[src/ps2_set2_key_decoder_defines.svh]
// assertion macros for the ps2 set 2 key decoder
`ifndef PS2_SET2_KEY_DECODER_DEFINES_SVH
`define PS2_SET2_KEY_DECODER_DEFINES_SVH
// implication checked on every clock edge outside reset
`define PS2K_ASSERT_IMP(label, clk, rst_n, ante, cons) \
	label: assert property (@(posedge clk) disable iff (!rst_n) (ante) |-> (cons)) \
		else $error("ps2k check failed");
// next-cycle implication
`define PS2K_ASSERT_NXT(label, clk, rst_n, ante, cons) \
	label: assert property (@(posedge clk) disable iff (!rst_n) (ante) |=> (cons)) \
		else $error("ps2k check failed");
`endif

[src/ps2k_pkg.sv]
// shared types, constants and scan code tables for the key decoder
`timescale 1ns / 1ps
`default_nettype none
package ps2k_pkg;
	localparam logic [7:0] PFX_EXT   = 8'hE0;
	localparam logic [7:0] PFX_REL   = 8'hF0;
	localparam logic [7:0] SC_LSHIFT = 8'h12;
	localparam logic [7:0] SC_RSHIFT = 8'h59;
	localparam logic [7:0] SC_CTRL   = 8'h14;
	localparam logic [7:0] SC_ALT    = 8'h11;
	localparam logic [7:0] B_ACK     = 8'hFA;
	localparam logic [7:0] B_RESEND  = 8'hFE;
	localparam logic [7:0] B_SELFOK  = 8'hAA;
	localparam logic [6:0] CH_CTRL_C = 7'h03;
	localparam logic [6:0] CH_CTRL_V = 7'h16;
	localparam logic [6:0] CH_SPACE  = 7'h20;

	localparam logic [1:0] REG_LAYOUT = 2'd0;
	localparam logic [1:0] REG_REP_EN = 2'd1;
	localparam logic [1:0] REG_DELAY  = 2'd2;
	localparam logic [1:0] REG_PERIOD = 2'd3;

	localparam logic [1:0] KIND_CHAR    = 2'd0;
	localparam logic [1:0] KIND_NAV     = 2'd1;
	localparam logic [1:0] KIND_CONSOLE = 2'd2;

	// classified beat passed from front to back
	typedef enum logic [1:0] {
		CMD_TICK  = 2'd0,
		CMD_MAKE  = 2'd1,
		CMD_BREAK = 2'd2,
		CMD_EXT   = 2'd3
	} cmd_t;

	typedef struct packed {
		cmd_t       cmd;
		logic [7:0] code;
	} item_t;

	function automatic logic [6:0] map_plain(input logic [6:0] c);
		logic [6:0] r;
		case (c)
			7'h0E: r = 7'h60; 7'h16: r = 7'h31; 7'h1E: r = 7'h32; 7'h26: r = 7'h33;
			7'h25: r = 7'h34; 7'h2E: r = 7'h35; 7'h36: r = 7'h36; 7'h3D: r = 7'h37;
			7'h3E: r = 7'h38; 7'h46: r = 7'h39; 7'h45: r = 7'h30; 7'h4E: r = 7'h2D;
			7'h55: r = 7'h3D; 7'h66: r = 7'h08; 7'h0D: r = 7'h09; 7'h5A: r = 7'h0A;
			7'h15: r = 7'h71; 7'h1D: r = 7'h77; 7'h24: r = 7'h65; 7'h2D: r = 7'h72;
			7'h2C: r = 7'h74; 7'h35: r = 7'h79; 7'h3C: r = 7'h75; 7'h43: r = 7'h69;
			7'h44: r = 7'h6F; 7'h4D: r = 7'h70; 7'h54: r = 7'h5B; 7'h5B: r = 7'h5D;
			7'h1C: r = 7'h61; 7'h1B: r = 7'h73; 7'h23: r = 7'h64; 7'h2B: r = 7'h66;
			7'h34: r = 7'h67; 7'h33: r = 7'h68; 7'h3B: r = 7'h6A; 7'h42: r = 7'h6B;
			7'h4B: r = 7'h6C; 7'h4C: r = 7'h3B; 7'h52: r = 7'h27; 7'h5D: r = 7'h5C;
			7'h1A: r = 7'h7A; 7'h22: r = 7'h78; 7'h21: r = 7'h63; 7'h2A: r = 7'h76;
			7'h32: r = 7'h62; 7'h31: r = 7'h6E; 7'h3A: r = 7'h6D; 7'h41: r = 7'h2C;
			7'h49: r = 7'h2E; 7'h4A: r = 7'h2F; 7'h29: r = 7'h20;
			default: r = 7'h00;
		endcase
		return r;
	endfunction

	function automatic logic [6:0] map_shifted(input logic [6:0] c);
		logic [6:0] r;
		case (c)
			7'h0E: r = 7'h7E; 7'h16: r = 7'h21; 7'h1E: r = 7'h40; 7'h26: r = 7'h23;
			7'h25: r = 7'h24; 7'h2E: r = 7'h25; 7'h36: r = 7'h5E; 7'h3D: r = 7'h26;
			7'h3E: r = 7'h2A; 7'h46: r = 7'h28; 7'h45: r = 7'h29; 7'h4E: r = 7'h5F;
			7'h55: r = 7'h2B; 7'h66: r = 7'h08; 7'h0D: r = 7'h09; 7'h5A: r = 7'h0A;
			7'h15: r = 7'h51; 7'h1D: r = 7'h57; 7'h24: r = 7'h45; 7'h2D: r = 7'h52;
			7'h2C: r = 7'h54; 7'h35: r = 7'h59; 7'h3C: r = 7'h55; 7'h43: r = 7'h49;
			7'h44: r = 7'h4F; 7'h4D: r = 7'h50; 7'h54: r = 7'h7B; 7'h5B: r = 7'h7D;
			7'h1C: r = 7'h41; 7'h1B: r = 7'h53; 7'h23: r = 7'h44; 7'h2B: r = 7'h46;
			7'h34: r = 7'h47; 7'h33: r = 7'h48; 7'h3B: r = 7'h4A; 7'h42: r = 7'h4B;
			7'h4B: r = 7'h4C; 7'h4C: r = 7'h3A; 7'h52: r = 7'h22; 7'h5D: r = 7'h7C;
			7'h1A: r = 7'h5A; 7'h22: r = 7'h58; 7'h21: r = 7'h43; 7'h2A: r = 7'h56;
			7'h32: r = 7'h42; 7'h31: r = 7'h4E; 7'h3A: r = 7'h4D; 7'h41: r = 7'h3C;
			7'h49: r = 7'h3E; 7'h4A: r = 7'h3F; 7'h29: r = 7'h20;
			default: r = 7'h00;
		endcase
		return r;
	endfunction
endpackage
`default_nettype wire

[src/ps2k_front.sv]
// front end: drops noise bytes, tracks prefixes, classifies each beat
`timescale 1ns / 1ps
`default_nettype none
module ps2k_front (
	input  wire logic           clk,
	input  wire logic           arst_n,
	input  wire logic           valid,
	output logic                ready,
	input  wire logic           operation,
	input  wire logic [7:0]     rx_byte,
	input  wire logic           from_aux,
	input  wire logic           line_error,
	output logic                q_valid,
	input  wire logic           q_ready,
	output ps2k_pkg::item_t     q_item
);
	import ps2k_pkg::*;

	logic ext_q, rel_q;
	logic acc, drop, is_pfx;

	assign ready = q_ready;
	assign acc   = valid && ready;
	assign drop  = !operation && (from_aux || line_error || rx_byte == B_ACK
		|| rx_byte == B_RESEND || rx_byte == B_SELFOK || rx_byte == 8'h00);
	assign is_pfx = !operation && (rx_byte == PFX_EXT || rx_byte == PFX_REL);

	assign q_valid = valid && !drop && !is_pfx;
	always_comb begin
		q_item.code = rx_byte;
		if (operation)
			q_item.cmd = CMD_TICK;
		else if (rel_q)
			q_item.cmd = CMD_BREAK;
		else if (ext_q)
			q_item.cmd = CMD_EXT;
		else
			q_item.cmd = CMD_MAKE;
	end

	always_ff @(posedge clk or negedge arst_n) begin
		if (!arst_n) begin
			ext_q <= 1'b0;
			rel_q <= 1'b0;
		end else if (acc && !operation && !drop) begin
			if (rx_byte == PFX_EXT) begin
				ext_q <= 1'b1;
			end else if (rx_byte == PFX_REL) begin
				rel_q <= 1'b1;
			end else begin
				// any key byte consumes both prefixes
				ext_q <= 1'b0;
				rel_q <= 1'b0;
			end
		end
	end
endmodule
`default_nettype wire

[src/ps2k_fifo.sv]
// two-entry queue between front and back
`timescale 1ns / 1ps
`default_nettype none
`include "ps2_set2_key_decoder_defines.svh"
module ps2k_fifo (
	input  wire logic           clk,
	input  wire logic           arst_n,
	input  wire logic           in_valid,
	output logic                in_ready,
	input  wire ps2k_pkg::item_t in_item,
	output logic                out_valid,
	input  wire logic           out_ready,
	output ps2k_pkg::item_t     out_item
);
	import ps2k_pkg::*;

	item_t mem_q [2];
	logic  wr_q, rd_q;
	logic [1:0] cnt_q;
	logic push, pop;

	assign in_ready  = cnt_q != 2'd2;
	assign out_valid = cnt_q != 2'd0;
	assign out_item  = mem_q[rd_q];
	assign push = in_valid && in_ready;
	assign pop  = out_valid && out_ready;

	always_ff @(posedge clk) begin
		if (push)
			mem_q[wr_q] <= in_item;
	end

	always_ff @(posedge clk or negedge arst_n) begin
		if (!arst_n) begin
			wr_q  <= 1'b0;
			rd_q  <= 1'b0;
			cnt_q <= 2'd0;
		end else begin
			if (push) wr_q <= !wr_q;
			if (pop)  rd_q <= !rd_q;
			cnt_q <= cnt_q + {1'b0, push} - {1'b0, pop};
		end
	end

	`PS2K_ASSERT_IMP(a_cnt_range, clk, arst_n, 1'b1, cnt_q != 2'd3)
	`PS2K_ASSERT_NXT(a_full_hold, clk, arst_n, cnt_q == 2'd2 && !pop, cnt_q == 2'd2)
	`PS2K_ASSERT_IMP(a_ptr_agree, clk, arst_n, cnt_q != 2'd1, wr_q == rd_q)
endmodule
`default_nettype wire

[src/ps2k_back.sv]
// back end: modifier state, table lookup, typematic repeat, output register
`timescale 1ns / 1ps
`default_nettype none
`include "ps2_set2_key_decoder_defines.svh"
module ps2k_back (
	input  wire logic           clk,
	input  wire logic           arst_n,
	input  wire logic           cfg_we,
	input  wire logic [1:0]     cfg_index,
	input  wire logic [15:0]    cfg_data,
	input  wire logic           in_valid,
	output logic                in_ready,
	input  wire ps2k_pkg::item_t in_item,
	output logic                out_valid,
	input  wire logic           out_ready,
	output logic [1:0]          event_kind,
	output logic [6:0]          event_value
);
	import ps2k_pkg::*;

	logic        rep_en_q;
	logic [15:0] delay_q, period_q;
	logic shift_q, ctrl_q, alt_q, latch_q, layout_q;
	logic [7:0]  rscan_q;
	logic [6:0]  rchar_q;
	logic        armed_q;
	logic [15:0] cnt_q;
	logic        ov_q;
	logic [1:0]  ok_q;
	logic [6:0]  ov_val_q;

	logic go, code_shift;
	logic        emit;
	logic [1:0]  kind;
	logic [6:0]  val, ch;
	logic [7:0]  b;

	assign in_ready  = !ov_q || out_ready;
	assign go        = in_valid && in_ready;
	assign out_valid = ov_q;
	assign event_kind  = ok_q;
	assign event_value = ov_val_q;
	assign b = in_item.code;
	assign code_shift = b == SC_LSHIFT || b == SC_RSHIFT;

	always_comb begin
		ch = shift_q ? map_shifted(b[6:0]) : map_plain(b[6:0]);
		if (b[7])
			ch = 7'h00;
		else if (layout_q && b == 8'h35)
			ch = shift_q ? 7'h5A : 7'h7A;
		else if (layout_q && b == 8'h1A)
			ch = shift_q ? 7'h59 : 7'h79;
	end

	always_comb begin
		emit = 1'b0;
		kind = KIND_CHAR;
		val  = ch;
		case (in_item.cmd)
			CMD_TICK: begin
				emit = rep_en_q && armed_q && cnt_q <= 16'd1;
				val  = rchar_q;
			end
			CMD_EXT: begin
				kind = KIND_NAV;
				emit = 1'b1;
				case (b)
					8'h6B: val = 7'd0;
					8'h74: val = 7'd1;
					8'h75: val = 7'd2;
					8'h72: val = 7'd3;
					8'h7D: val = 7'd4;
					8'h7A: val = 7'd5;
					default: emit = 1'b0;
				endcase
			end
			CMD_MAKE: begin
				if (code_shift || b == SC_CTRL || b == SC_ALT) begin
					emit = 1'b0;
				end else if (alt_q && (b == 8'h05 || b == 8'h06 || b == 8'h04
					|| b == 8'h0C)) begin
					emit = 1'b1;
					kind = KIND_CONSOLE;
					val  = (b == 8'h05) ? 7'd0 : (b == 8'h06) ? 7'd1
						: (b == 8'h04) ? 7'd2 : 7'd3;
				end else begin
					emit = ch != 7'h00;
					if (ctrl_q && (ch == 7'h63 || ch == 7'h43))
						val = CH_CTRL_C;
					else if (ctrl_q && (ch == 7'h76 || ch == 7'h56))
						val = CH_CTRL_V;
				end
			end
			default: emit = 1'b0;
		endcase
	end

	always_ff @(posedge clk) begin
		if (go && emit) begin
			ok_q     <= kind;
			ov_val_q <= val;
		end
	end

	always_ff @(posedge clk or negedge arst_n) begin
		if (!arst_n) begin
			rep_en_q <= 1'b1;
			delay_q  <= 16'd50;
			period_q <= 16'd10;
			shift_q  <= 1'b0;
			ctrl_q   <= 1'b0;
			alt_q    <= 1'b0;
			latch_q  <= 1'b0;
			layout_q <= 1'b0;
			rscan_q  <= 8'h00;
			rchar_q  <= 7'h00;
			armed_q  <= 1'b0;
			cnt_q    <= 16'd0;
			ov_q     <= 1'b0;
		end else begin
			if (out_ready) ov_q <= 1'b0;
			if (go && emit) ov_q <= 1'b1;
			if (cfg_we) begin
				case (cfg_index)
					REG_LAYOUT: layout_q <= cfg_data[0];
					REG_REP_EN: rep_en_q <= cfg_data[0];
					REG_DELAY:  delay_q  <= cfg_data;
					REG_PERIOD: period_q <= cfg_data;
					default: ;
				endcase
			end
			if (go) begin
				case (in_item.cmd)
					CMD_TICK: begin
						if (rep_en_q && armed_q) begin
							if (cnt_q > 16'd1)
								cnt_q <= cnt_q - 16'd1;
							else
								cnt_q <= (period_q == 16'd0) ? 16'd1 : period_q;
						end
					end
					CMD_BREAK: begin
						if (code_shift) shift_q <= 1'b0;
						if (b == SC_CTRL) ctrl_q <= 1'b0;
						if (b == SC_ALT) alt_q <= 1'b0;
						if (armed_q && b == rscan_q) begin
							armed_q <= 1'b0;
							rscan_q <= 8'h00;
							rchar_q <= 7'h00;
							cnt_q   <= 16'd0;
						end
						// toggle latch survives only while shift and alt both stay down
						if (!((shift_q && !code_shift) && (alt_q && b != SC_ALT)))
							latch_q <= 1'b0;
					end
					CMD_MAKE: begin
						if (code_shift) begin
							shift_q <= 1'b1;
							if (alt_q && !latch_q) begin
								layout_q <= !layout_q;
								latch_q  <= 1'b1;
							end
						end else if (b == SC_CTRL) begin
							ctrl_q <= 1'b1;
						end else if (b == SC_ALT) begin
							alt_q <= 1'b1;
							if (shift_q && !latch_q) begin
								layout_q <= !layout_q;
								latch_q  <= 1'b1;
							end
						end else if (emit && kind == KIND_CHAR && val == ch) begin
							if (ch >= CH_SPACE && rep_en_q) begin
								armed_q <= 1'b1;
								rscan_q <= b;
								rchar_q <= ch;
								cnt_q   <= (delay_q == 16'd0) ? 16'd1 : delay_q;
							end else begin
								armed_q <= 1'b0;
								rscan_q <= 8'h00;
								rchar_q <= 7'h00;
								cnt_q   <= 16'd0;
							end
						end
					end
					default: ;
				endcase
			end
		end
	end

	`PS2K_ASSERT_NXT(a_emit_shows, clk, arst_n, go && emit, out_valid)
	`PS2K_ASSERT_IMP(a_armed_char, clk, arst_n, armed_q, rchar_q >= CH_SPACE)
	`PS2K_ASSERT_NXT(a_hold_out, clk, arst_n, out_valid && !out_ready,
		out_valid && $stable(event_value) && $stable(event_kind))
endmodule
`default_nettype wire

[src/ps2_set2_key_decoder.sv]
// top level of the ps2 set 2 key decoder
// an accepted beat is registered in the queue, then in the output register, before out_valid rises
// throughput: one byte or tick per cycle while the queue has room; the back end retires one item per cycle
// a stalled output holds up the back end, the two-entry queue absorbs the front
// reset: asynchronous, clears modifiers, prefixes, repeat state; registers take 0, 1, 50, 10
`timescale 1ns / 1ps
`default_nettype none
module ps2_set2_key_decoder (
	input  wire logic        clk,
	input  wire logic        arst_n,
	input  wire logic        cfg_we,
	input  wire logic [1:0]  cfg_index,
	input  wire logic [15:0] cfg_data,
	input  wire logic        valid,
	output logic             ready,
	input  wire logic        operation,
	input  wire logic [7:0]  rx_byte,
	input  wire logic        from_aux,
	input  wire logic        line_error,
	output logic             out_valid,
	input  wire logic        out_ready,
	output logic [1:0]       event_kind,
	output logic [6:0]       event_value
);
	import ps2k_pkg::*;

	logic  f_valid, f_ready, b_valid, b_ready;
	item_t f_item, b_item;

	ps2k_front u_front (
		.clk, .arst_n, .valid, .ready, .operation, .rx_byte, .from_aux, .line_error,
		.q_valid(f_valid), .q_ready(f_ready), .q_item(f_item)
	);

	ps2k_fifo u_fifo (
		.clk, .arst_n,
		.in_valid(f_valid), .in_ready(f_ready), .in_item(f_item),
		.out_valid(b_valid), .out_ready(b_ready), .out_item(b_item)
	);

	ps2k_back u_back (
		.clk, .arst_n, .cfg_we, .cfg_index, .cfg_data,
		.in_valid(b_valid), .in_ready(b_ready), .in_item(b_item),
		.out_valid, .out_ready, .event_kind, .event_value
	);
endmodule
`default_nettype wire
[config.mk]
export PLATFORM = sky130hd
export DESIGN_NAME = ps2_set2_key_decoder
export DESIGN_NICKNAME = d
export VERILOG_FILES = /design/src/ps2k_pkg.sv /design/src/ps2k_front.sv /design/src/ps2k_fifo.sv /design/src/ps2k_back.sv /design/src/ps2_set2_key_decoder.sv
export VERILOG_INCLUDE_DIRS = /design/src /design/src/src
export SDC_FILE = /design/constraint.sdc
export NUM_CORES = 1
export LEC_CHECK = 0
export ABC_CLOCK_PERIOD_IN_PS = 6600
export BUFFER_PORTS_ARGS = -buffer_cell sky130_fd_sc_hd__buf_2
export CORE_ASPECT_RATIO = 2
export CORE_UTILIZATION = 25
export CTS_CLUSTER_DIAMETER = 150
export DETAILED_ROUTE_END_ITERATION = 16
export MAX_ROUTING_LAYER = met4
export SLEW_MARGIN = 20
export SYNTH_ARGS = -nofsm -noshare
export SYNTH_HDL_FRONTEND = slang
export SYNTH_HIERARCHICAL = 1
export SYNTH_SLANG_ARGS = --single-unit
[constraint.sdc]
create_clock -name clk -period 6.6 [get_ports clk]
set_clock_uncertainty 0.15 [all_clocks]
set_input_delay 1.32 -clock clk [delete_from_list [all_inputs] [get_ports clk]]
set_output_delay 1.32 -clock clk [all_outputs]
set_load 0.01 [all_outputs]
## Word-level counts from Yosys, hierarchy flattened

Memory sizes are Yosys's and may differ from the RTL's.
Cells that the tools add are included.

- Bits in registers: 86
- Memory bits (writable): 20
- Bits in read-only memories: 1792
- Input bits: 34
- Output and inout port bits: 11
- Memories kept: 3

- Add/subtract/negate cells: 3
- $lt $le $gt $ge: 3
- Equality and inequality tests: 53
- Multiplexer cells: 92
- Bitwise gates (word level): 1
- Reduce and logical (&&, ||, !) cells: 73

Memories:

| memory | words | bits a word | rd ports | clocked after Yosys merged registers in | write ports | RTL line | source |
|---|---|---|---|---|---|---|---|
| (no name shown) | 128 | 7 | 1 | 0 | 0 | ps2k_pkg.sv:63 | `case (c)` |
| (no name shown) | 128 | 7 | 1 | 0 | 0 | ps2k_pkg.sv:42 | `case (c)` |
| u_fifo.mem_q | 2 | 10 | 1 | 0 | 1 | ps2k_fifo.sv:17 | `item_t mem_q [2];` |

Operator list:

| kind | number |
|---|---|
| 16-bit two-way mux | 10 |
| 7-bit two-way mux | 16 |
| 8-bit by 7-bit == test with 1-bit output, second input constant | 7 |
| 8-bit two-way mux | 6 |
| 16-bit one-hot mux with 3 select lines | 1 |
| 7-bit one-hot mux with 6 select lines | 1 |
| 1-bit two-way mux | 41 |
| 8-bit == test, second input constant | 5 |
| 8-bit by 5-bit == test with 1-bit output, second input constant | 4 |
| 16-bit logical NOT | 2 |
| 7-bit == test, second input constant | 4 |
| 1-bit logical AND | 26 |
| 8-bit by 3-bit == test with 1-bit output, second input constant | 3 |
| 7-bit one-hot mux with 3 select lines | 1 |
| 2-bit by 1-bit != test with 1-bit output, second input constant | 10 |
| 16-bit by 1-bit > comparator with 1-bit output, second input constant | 1 |
| 16-bit by 1-bit <= comparator with 1-bit output, second input constant | 1 |
| 8-bit one-hot mux with 2 select lines | 1 |
| 16-bit by 1-bit subtractor with 16-bit output, second input constant | 1 |
| 1-bit logical OR | 15 |
| 7-bit one-hot mux with 2 select lines | 1 |
| 7-bit AND reduction | 2 |
| 6-bit two-way mux | 2 |
| 2-bit two-way mux | 5 |
| other kinds (30) | 59 |

## Longest topological paths before layout

Gate-level depths: netlist of run 1.
An unclocked memory read counts as a cell.

- Depth in word-level cells: 21
- Gate-level depth with buffers: 21

## By module

The synthesis of run 1 kept the hierarchy.

Modules (own cells, without submodules):

| module | instances | cells an instance | area an instance (µm²) |
|---|---|---|---|
| ps2k_back | 1 | 737 | 6444.9 |
| ps2k_fifo | 1 | 53 | 952.2 |
| ps2k_front | 1 | 33 | 249.0 |

## Worst setup path after synthesis of run 1

Ideal clock, no wire load.

- Path type: register -> register
- Start: reg u_fifo.rd_q
- End: reg u_back.cnt_q[10]
- Setup time: 0.128 ns
- Arrival: 4.562 ns
- Data required time: 6.322 ns
- Path slack: 1.761 ns
- Cell stages (with the launch flop): 18
- Path through: dfrtp_1 -> buf_2 -> mux2_2 -> inv_1 -> ha_1 -> clkbuf_1 -> inv_1 -> or3_1 -> a211oi_1 -> nor4b_1 -> a2111oi_2 -> mux2i_1 -> nand4_1 -> or4b_1 -> buf_2 -> o31ai_4 -> buf_6 -> mux2_1

RTL lines:

| item | RTL line | source |
|---|---|---|
| start: declaration | ps2k_fifo.sv:18 | `logic wr_q, rd_q;` |
| start signal: assignment | ps2k_fifo.sv:40 | `if (pop) rd_q <= !rd_q;` |
| end signal: assignment | ps2k_back.sv:138 | `cnt_q <= cnt_q - 16'd1;` |
| end signal: assignment | ps2k_back.sv:140 | `cnt_q <= (period_q == 16'd0) ? 16'd1 : period_q;` |
| end signal: assignment | ps2k_back.sv:177 | `cnt_q <= (delay_q == 16'd0) ? 16'd1 : delay_q;` |
| end: declaration | ps2k_back.sv:27 | `logic [15:0] cnt_q;` |

==> key figures, run 1 <==
Status
  • Status: finished clean

Setup path
  • CP Launch Type: flop
  • Critical path buffers and inverters: 3
  • Crit end category: flop
  • Crit path cell chain: mux2_2 > inv_1 > ha_1 > a21oi_1 > a211oi_1 > o41ai_1 > buf_4 > nor4_1 > a221oi_2 > nand4_1 > or4b_1 > o31ai_4 > buf_4 > mux2_1
  • Max FO, Critical Path: 19
  • CP endpoint: u_back/cnt_q[9]
  • Crit path top cell by count: buf_4
  • Crit-path leading delay family: compound AO/OA/AOI/OAI gates
  • Crit-path slowest cell: o41ai_1
  • Reg2reg start: u_fifo/rd_q
  • Reg2reg path depth: 14
  • Critical path origin: u_fifo/rd_q
  • Reg2reg setup slack: roughly 0.8 ns
  • Reg-to-reg endpoint: u_back/cnt_q[9]
  • CP max stage delay: around 1 ns
  • WP data required: 6.69 ns
  • Worst path arrival time: slightly below 6 ns
  • Critical path type: flop to flop
  • CP Depth: 14

Timing
  • Post-Route Setup TNS: 0 ns
  • Setup Viol. Count Final: 0
  • Fin crit share: roughly 90%
  • Setup ws final: between 0.7 and 0.8 ns
  • RSZ-0062 raised after global routing: no
  • Slew Limit Fails: 0
  • Max-slew headroom: 24.2%
  • Final Hold Vio Count: 0
  • Min Clock Period, post-route: around 5.8 ns
  • Worst-Margin Slew: 1.12 ns
  • F_max: 172 MHz
  • Hold_ws: 0.353 ns

Routing
  • Final WL: 27.4 mm
  • Drt initial violations: between 400 and 500
  • WL/cell: 22.7 um
  • Routed Antenna Nets: 0
  • Vias: 6704
  • Pre-Repair DR Iteration Count: 5
  • Residual DRC: 0
  • DR vias/cell: between 5 and 6

Power and ir drop
  • Power Total: between 3 and 4 mW
  • Leakage: 3.24 nW
  • Power Density: around 450 nW/um2
  • Max VDD drop: 0.191 mV

Finish
  • Most common cell after layout, fill and taps aside: nand2_1
  • Area growth, synth to finish: 9.62%
  • Share of cells above drive strength 1: a little under a fifth
  • Final net count: 880
  • Fin area: between 8000 and 9000 um2
  • Commonest cells after routing, fill and taps aside: 79 x nand2_1, 71 x dfrtp_1, 53 x o21ai_0, 49 x mux2_2, 47 x nor2_1
  • Antenna Cells: 0
  • Layout fillers: 3223
  • Fin cells: 1205
  • Post-layout util: between 20 and 30%

GRT
  • Initial antenna violation count: 0
  • Vias in the first global route: 6905
  • Largest net degree at the start of global routing: 78
  • GRT overflow: 0
  • Gr usage total: 18.5%
  • First-pass GRT wire length: 41.7 mm

Logic synthesis
  • Synth warn: 6
  • Cell Area, Synth: 7650 um2
  • Main combinational cell family by area after synthesis: simple AND/OR/NAND/NOR gates
  • Mux cell area share after synthesis: 9.83%
  • Ys async rst share: approximately 73%
  • Number of synthesized register bits: 106
  • Adder-Cell Fraction of Synth Area: 2.29%
  • Mapped Nets: 871
  • Sequential fraction of the synthesis area: 36.7%
  • Post-synth EDFFs: 29
  • Main synth FF type: dfrtp_1
  • Mapped Cells: 823
  • Synth unique cells: 90
  • Complex-gate fraction of the synthesized area: between 20% and 30%
  • Fraction of the mapped netlist area in simple logic gates: 21.2%
  • Syn avg cell area: 9.29 um2
  • Xor and xnor area share after synthesis: 2.52%

CTS
  • Num CTS Buffers: 9
  • Worst-Skew Late Latency: 0.36 ns
  • Clk sink count: 106
  • CTS tree: done
  • H-tree depth: 3
  • Setup bufs post-CTS: 0
  • Post-CTS sizing: 0
  • Max clock buf depth: 2
  • CTS Hold Bufs: 0
  • Clock slew at reported path FFs: 0.07 ns
  • Clock Tree Root: clkbuf_16

Floorplan
  • Initial cell density of the core: around a quarter
  • Die H: 249 um
  • Die ar.: 31300 um2
  • Core area: 30200 um2
  • Ports: 45
  • Chip Width: 126 um
  • Core Rows: 90

Placed design
  • Pre-CTS setup slack: 0.933 ns
  • Routability congestion estimate: 0.968
  • IO buf count: 44
  • DP Area: 8050 um2
  • Placed Cells: 1188
  • Detailed Place HPWL: 20.9 mm

Hold path
  • Hold Crit Class: flop to flop

Flow run
  • Max-Cap Viols: 0
-- worst min-delay path by stage --
| stage | startpoint | end | slack, ns | cells past startpoint |
|---|---|---|---|---|
| 2_1_floorplan | u_fifo/wr_q | u_fifo/wr_q | 0.31 | 1 |
| 3_3_place_gp | u_fifo/wr_q | u_fifo/wr_q | 0.33 | 1 |
| 3_5_place_dp | u_fifo/wr_q | u_fifo/wr_q | 0.34 | 1 |
| 4_1_cts | u_fifo/wr_q | u_fifo/wr_q | 0.35 | 1 |
| 5_1_grt | u_fifo/wr_q | u_fifo/wr_q | 0.37 | 1 |
| 6_report | u_fifo/wr_q | u_fifo/wr_q | 0.35 | 1 |
-- state kept, by name (all words and copies together), names as in the netlist, 2 cells and up --
signal and count:
u_back/cnt_q 16, u_fifo/mem_q 20, u_back/period_q 16, u_back/event_value 7
u_back/rscan_q 8, u_back/rchar_q 7, u_fifo/cnt_q 2, u_back/delay_q 16
u_back/event_kind 2
-- cell families (layout without fill, tap and decap cells) --
group	Yosys count	count (layout)
xor gates and xnor gates	22	22
adders and majority gates	14	14
AOI/OAI and AO/OA	223	223
DFF	106	106
muxes	67	67
buffers and inverters	88	102
and+or+nand+nor	303	303
-- final cells by class --
cell class	instances	area [um2]	share of cell area, %
multi-input cells	629	4350	51.9
clock buffers	12	246	2.94
repair buffers	62	378	4.51
well taps	368	460	5.49
flip-flops and latches	106	2810	33.5
clock inverters	4	52.6	0.627
inverters	24	90.1	1.07
-- cell usage after synthesis (all sizes together), types with 7 or more instances --
| cell type | instances | area share, % |
|---|---|---|
| nor2 | 47 | 2.3 |
| nor4 | 16 | 1.3 |
| and2 | 9 | 0.74 |
| a21oi | 44 | 2.9 |
| or3 | 10 | 0.88 |
| ha | 14 | 2.3 |
| o211ai | 10 | 0.98 |
| nand4 | 15 | 1.2 |
| buf | 40 | 4.2 |
| mux2 | 55 | 8.1 |
| xnor2 | 11 | 1.3 |
| o21ai | 53 | 3.5 |
| and3 | 7 | 0.64 |
| inv | 23 | 1.1 |
| o311ai | 7 | 0.80 |
| xor2 | 11 | 1.3 |
| edfxtp | 29 | 11 |
| nor2b | 18 | 1.5 |
| a211oi | 13 | 1.3 |
| nor3 | 20 | 1.3 |
| clkbuf | 23 | 1.1 |
| a311oi | 7 | 0.97 |
| nand3b | 9 | 0.88 |
| nand2 | 79 | 3.9 |
| nand2b | 22 | 1.8 |
| a32o | 16 | 2.1 |
| dfrtp | 71 | 23 |
| a31oi | 9 | 0.74 |
| nand3 | 22 | 1.4 |
| mux2i | 11 | 1.4 |
-- layer usage --
metal / vias up / routed length [um] / global-route usage [%]
li1: 3110 / - / -
met1: 3283 / 8660 / 15.7
met2: 217 / 15900 / 36.3
met3: 94 / 686 / 1.91
met4: 0 / 2150 / 14.0
met5: - / 0 / -
-- power by group --
group          internal [mW]  total, mW  switching [mW]
Combinational          0.803       2.27            1.47
Sequential             0.847      0.986           0.139
Clock                  0.306      0.547           0.241
(Power assumes the default switching activity.)
==> run 2: changes to the inputs <==
- SYNTH_HIERARCHICAL: 1 -> not set
==> key figures, run 2 <==
Logic synthesis
  • Mapped Nets: 928
  • Xor and xnor area share after synthesis: between 3 and 4%
  • Syn avg cell area: 9.03 um2
  • Fraction of the mapped netlist area in simple logic gates: 18.8%
  • Number of synthesized register bits: 106
  • Main combinational cell family by area after synthesis: compound AO/OA/AOI/OAI gates
  • Synth top area share: 22.5%
  • Synth area leaders: dfrtp_1 22%, edfxtp_1 11%, mux2_2 6.4%
  • Post-synth EDFFs: 29
  • Ys async rst share: 72.6%
  • Mux cell area share after synthesis: 11.1%
  • Main synth FF type: dfrtp_1
  • Adder-Cell Fraction of Synth Area: under 10%
  • Mapped Cells: 875
  • Most common cell in the netlist: nand2_1
  • Synth unique cells: 82
  • Most frequent cells after synthesis: 88 x nand2_1, 71 x dfrtp_1, 62 x nor2_1
  • Sequential fraction of the synthesis area: 35.5%
  • Synth warn: 0
  • Cell Area, Synth: 7900 um2
  • Complex-gate fraction of the synthesized area: about a quarter
  • Yosys top cell by area: dfrtp_1

Power and ir drop
  • Leakage: 3.50 nW
  • Power Density: about 440 nW/um2
  • Max VDD drop: 0.205 mV

Routing
  • Pre-Repair DR Iteration Count: 5
  • DR vias/cell: approximately 5.7
  • Final WL: 33.1 mm
  • Routed Antenna Nets: 0
  • WL/cell: about 25 um
  • Vias: 7519
  • Drt initial violations: 418
  • Residual DRC: 0

Finish
  • Share of cells above drive strength 1: 16.9%
  • Most common cell after layout, fill and taps aside: nand2_1
  • Max reg flops: 20
  • Antenna Cells: 0
  • Commonest cells after routing, fill and taps aside: 88 x nand2_1, 70 x dfrtp_1, 62 x nor2_1, 54 x o21ai_0, 45 x mux2_2
  • Reg with most FFs: u_fifo.mem_q
  • Final net count: 955
  • Area growth, synth to finish: 12.1%

Timing
  • Max-slew headroom: between 20% and 30%
  • Setup ws final: 0.999 ns
  • RSZ-0062 raised after global routing: no
  • Setup Viol. Count Final: 0
  • Slew Limit Fails: 0
  • Worst-Margin Slew: between 1 and 1.5 ns
  • Final Hold Vio Count: 0
  • Post-Route Setup TNS: 0 ns
  • F_max: around 180 MHz
  • Min Clock Period, post-route: 5.60 ns
  • Fin crit share: between 80% and 90%

CTS
  • Num CTS Buffers: 9
  • Clock slew at reported path FFs: 0.08 ns
  • Max clock buf depth: 2
  • Setup bufs post-CTS: 0
  • Clock Tree Root: clkbuf_16
  • Worst-Skew Late Latency: 0.38 ns
  • Clk sink count: 106
  • Post-CTS sizing: 0
  • H-tree depth: 3
  • CTS tree: done
  • CTS Hold Bufs: 0

Floorplan
  • Ports: 45
  • Core Rows: 91
  • Die ar.: 32400 um2
  • Die H: 253 um
  • Initial cell density of the core: 25.5%
  • Chip Width: 128 um
  • Core area: 31000 um2

Placed design
  • Pre-CTS setup slack: 1.19 ns
  • Routability congestion estimate: 1.03
  • IO buf count: 44
  • Detailed Place HPWL: 25.4 mm

GRT
  • Largest net degree at the start of global routing: 64
  • Initial antenna violation count: 0
  • Vias in the first global route: about 8000
  • First-pass GRT wire length: 49.6 mm
  • GRT overflow: 0
  • Gr usage total: 21.8%

Hold path
  • Worst hold path cell count: 1
  • Hold wc startpoint: u_fifo.wr_q
  • Hold endpoint: u_fifo.wr_q
  • Hold Crit Class: flop to flop

Setup path
  • Reg2reg setup slack: 1.0 ns
  • Reg-to-reg endpoint: u_back.rchar_q[1]
  • WP data required: 6.76 ns
  • Worst path arrival time: approximately 5.8 ns
  • Max FO, Critical Path: 53
  • Critical path type: flop to flop
  • Reg2reg start: u_fifo.rd_q
  • Crit end category: flop
  • CP Launch Type: flop
  • Reg2reg path depth: 12

Status
  • Status: finished clean

Flow run
  • Max-Cap Viols: 0
[run 2: changes by cell type after synthesis, moves of 13 or more]
cell      change
nor2_1       +15
nand2b_1     -14
mux2i_1      +13
a32o_1       -13
buf_4        -15
a22oi_1      +15
a22o_1       +16
[run 2: cell families (layout without fill, tap and decap cells)]
group	after synthesis	count (layout)
flops	106	106
xor+xnor	29	29
compound gates	265	265
simple gates	292	292
fa+ha+maj	19	19
buf+inv	85	117
mux	79	79
[run 2: final cells by class]
type / instances / area [um2]
inverters: 33 / 124
clock inverters: 7 / 60.1
multi-input cells: 684 / 4710
fillers: 3415 / 22100
flip-flops and latches: 106 / 2810
repair buffers: 68 / 403
well taps: 418 / 523
clock buffers: 9 / 225
[run 2: worst max-delay path: stages, from the launching register on]
cell	delay, ns
dfrtp_2	0.55
buf_4	0.52
nor3b_1	0.72
o21ai_0	0.35
a211oi_1	0.53
nor4b_1	0.19
a221oi_2	0.70
nor2_1	0.18
o2111ai_1	0.20
nor4bb_1	0.34
and3_4	0.28
and4b_1	0.54
a32o_1	0.23
[run 2: through the flow]
stage / instance area [um2] / hold WS [ns] / util (%) / instances / power (mW)
2_1_floorplan: 7900 / 0.305 / - / 875 / 2.50
3_3_place_gp: 8570 / 0.320 / 27.7 / 1309 / 3.30
3_5_place_dp: 8570 / 0.322 / 27.7 / 1309 / 3.30
4_1_cts: 8860 / 0.336 / 28.6 / 1325 / 3.85
5_1_grt: 8860 / 0.361 / 28.6 / 1325 / 4.10
6_report: 8860 / 0.339 / 28.6 / 1325 / 3.88
[run 2: where the power goes]
group / switching (mW) / leakage, nW / internal, mW / total (mW)
Clock: 0.268 / 0.138 / 0.263 / 0.532
Sequential: 0.159 / 1.24 / 0.837 / 0.995
Combinational: 1.56 / 2.13 / 0.790 / 2.35
Total: 1.99 / 3.50 / 1.89 / 3.88
[run 2: worst max-delay path by stage]
stage                     start                 to  slack (ns)  cells past startpoint
floorplan           u_fifo.rd_q    u_back.cnt_q[3]        1.99                     17
global route        u_fifo.rd_q  u_back.rchar_q[1]        0.69                     13
CTS                 u_fifo.rd_q  u_back.rchar_q[1]        1.13                     15
detailed placement  u_fifo.rd_q  u_back.rchar_q[1]        1.19                     15
global placement    u_fifo.rd_q  u_back.rchar_q[1]        1.10                     15
finish              u_fifo.rd_q  u_back.rchar_q[1]         1.0                     12
[run 2: layer usage]
metal	part of all wire, %	up-vias	GRT usage [%]
li1	-	3370	-
met1	31	3690	18.8
met2	55	311	40.7
met3	4.1	148	2.87
met4	9.0	0	18.6
met5	0	-	-
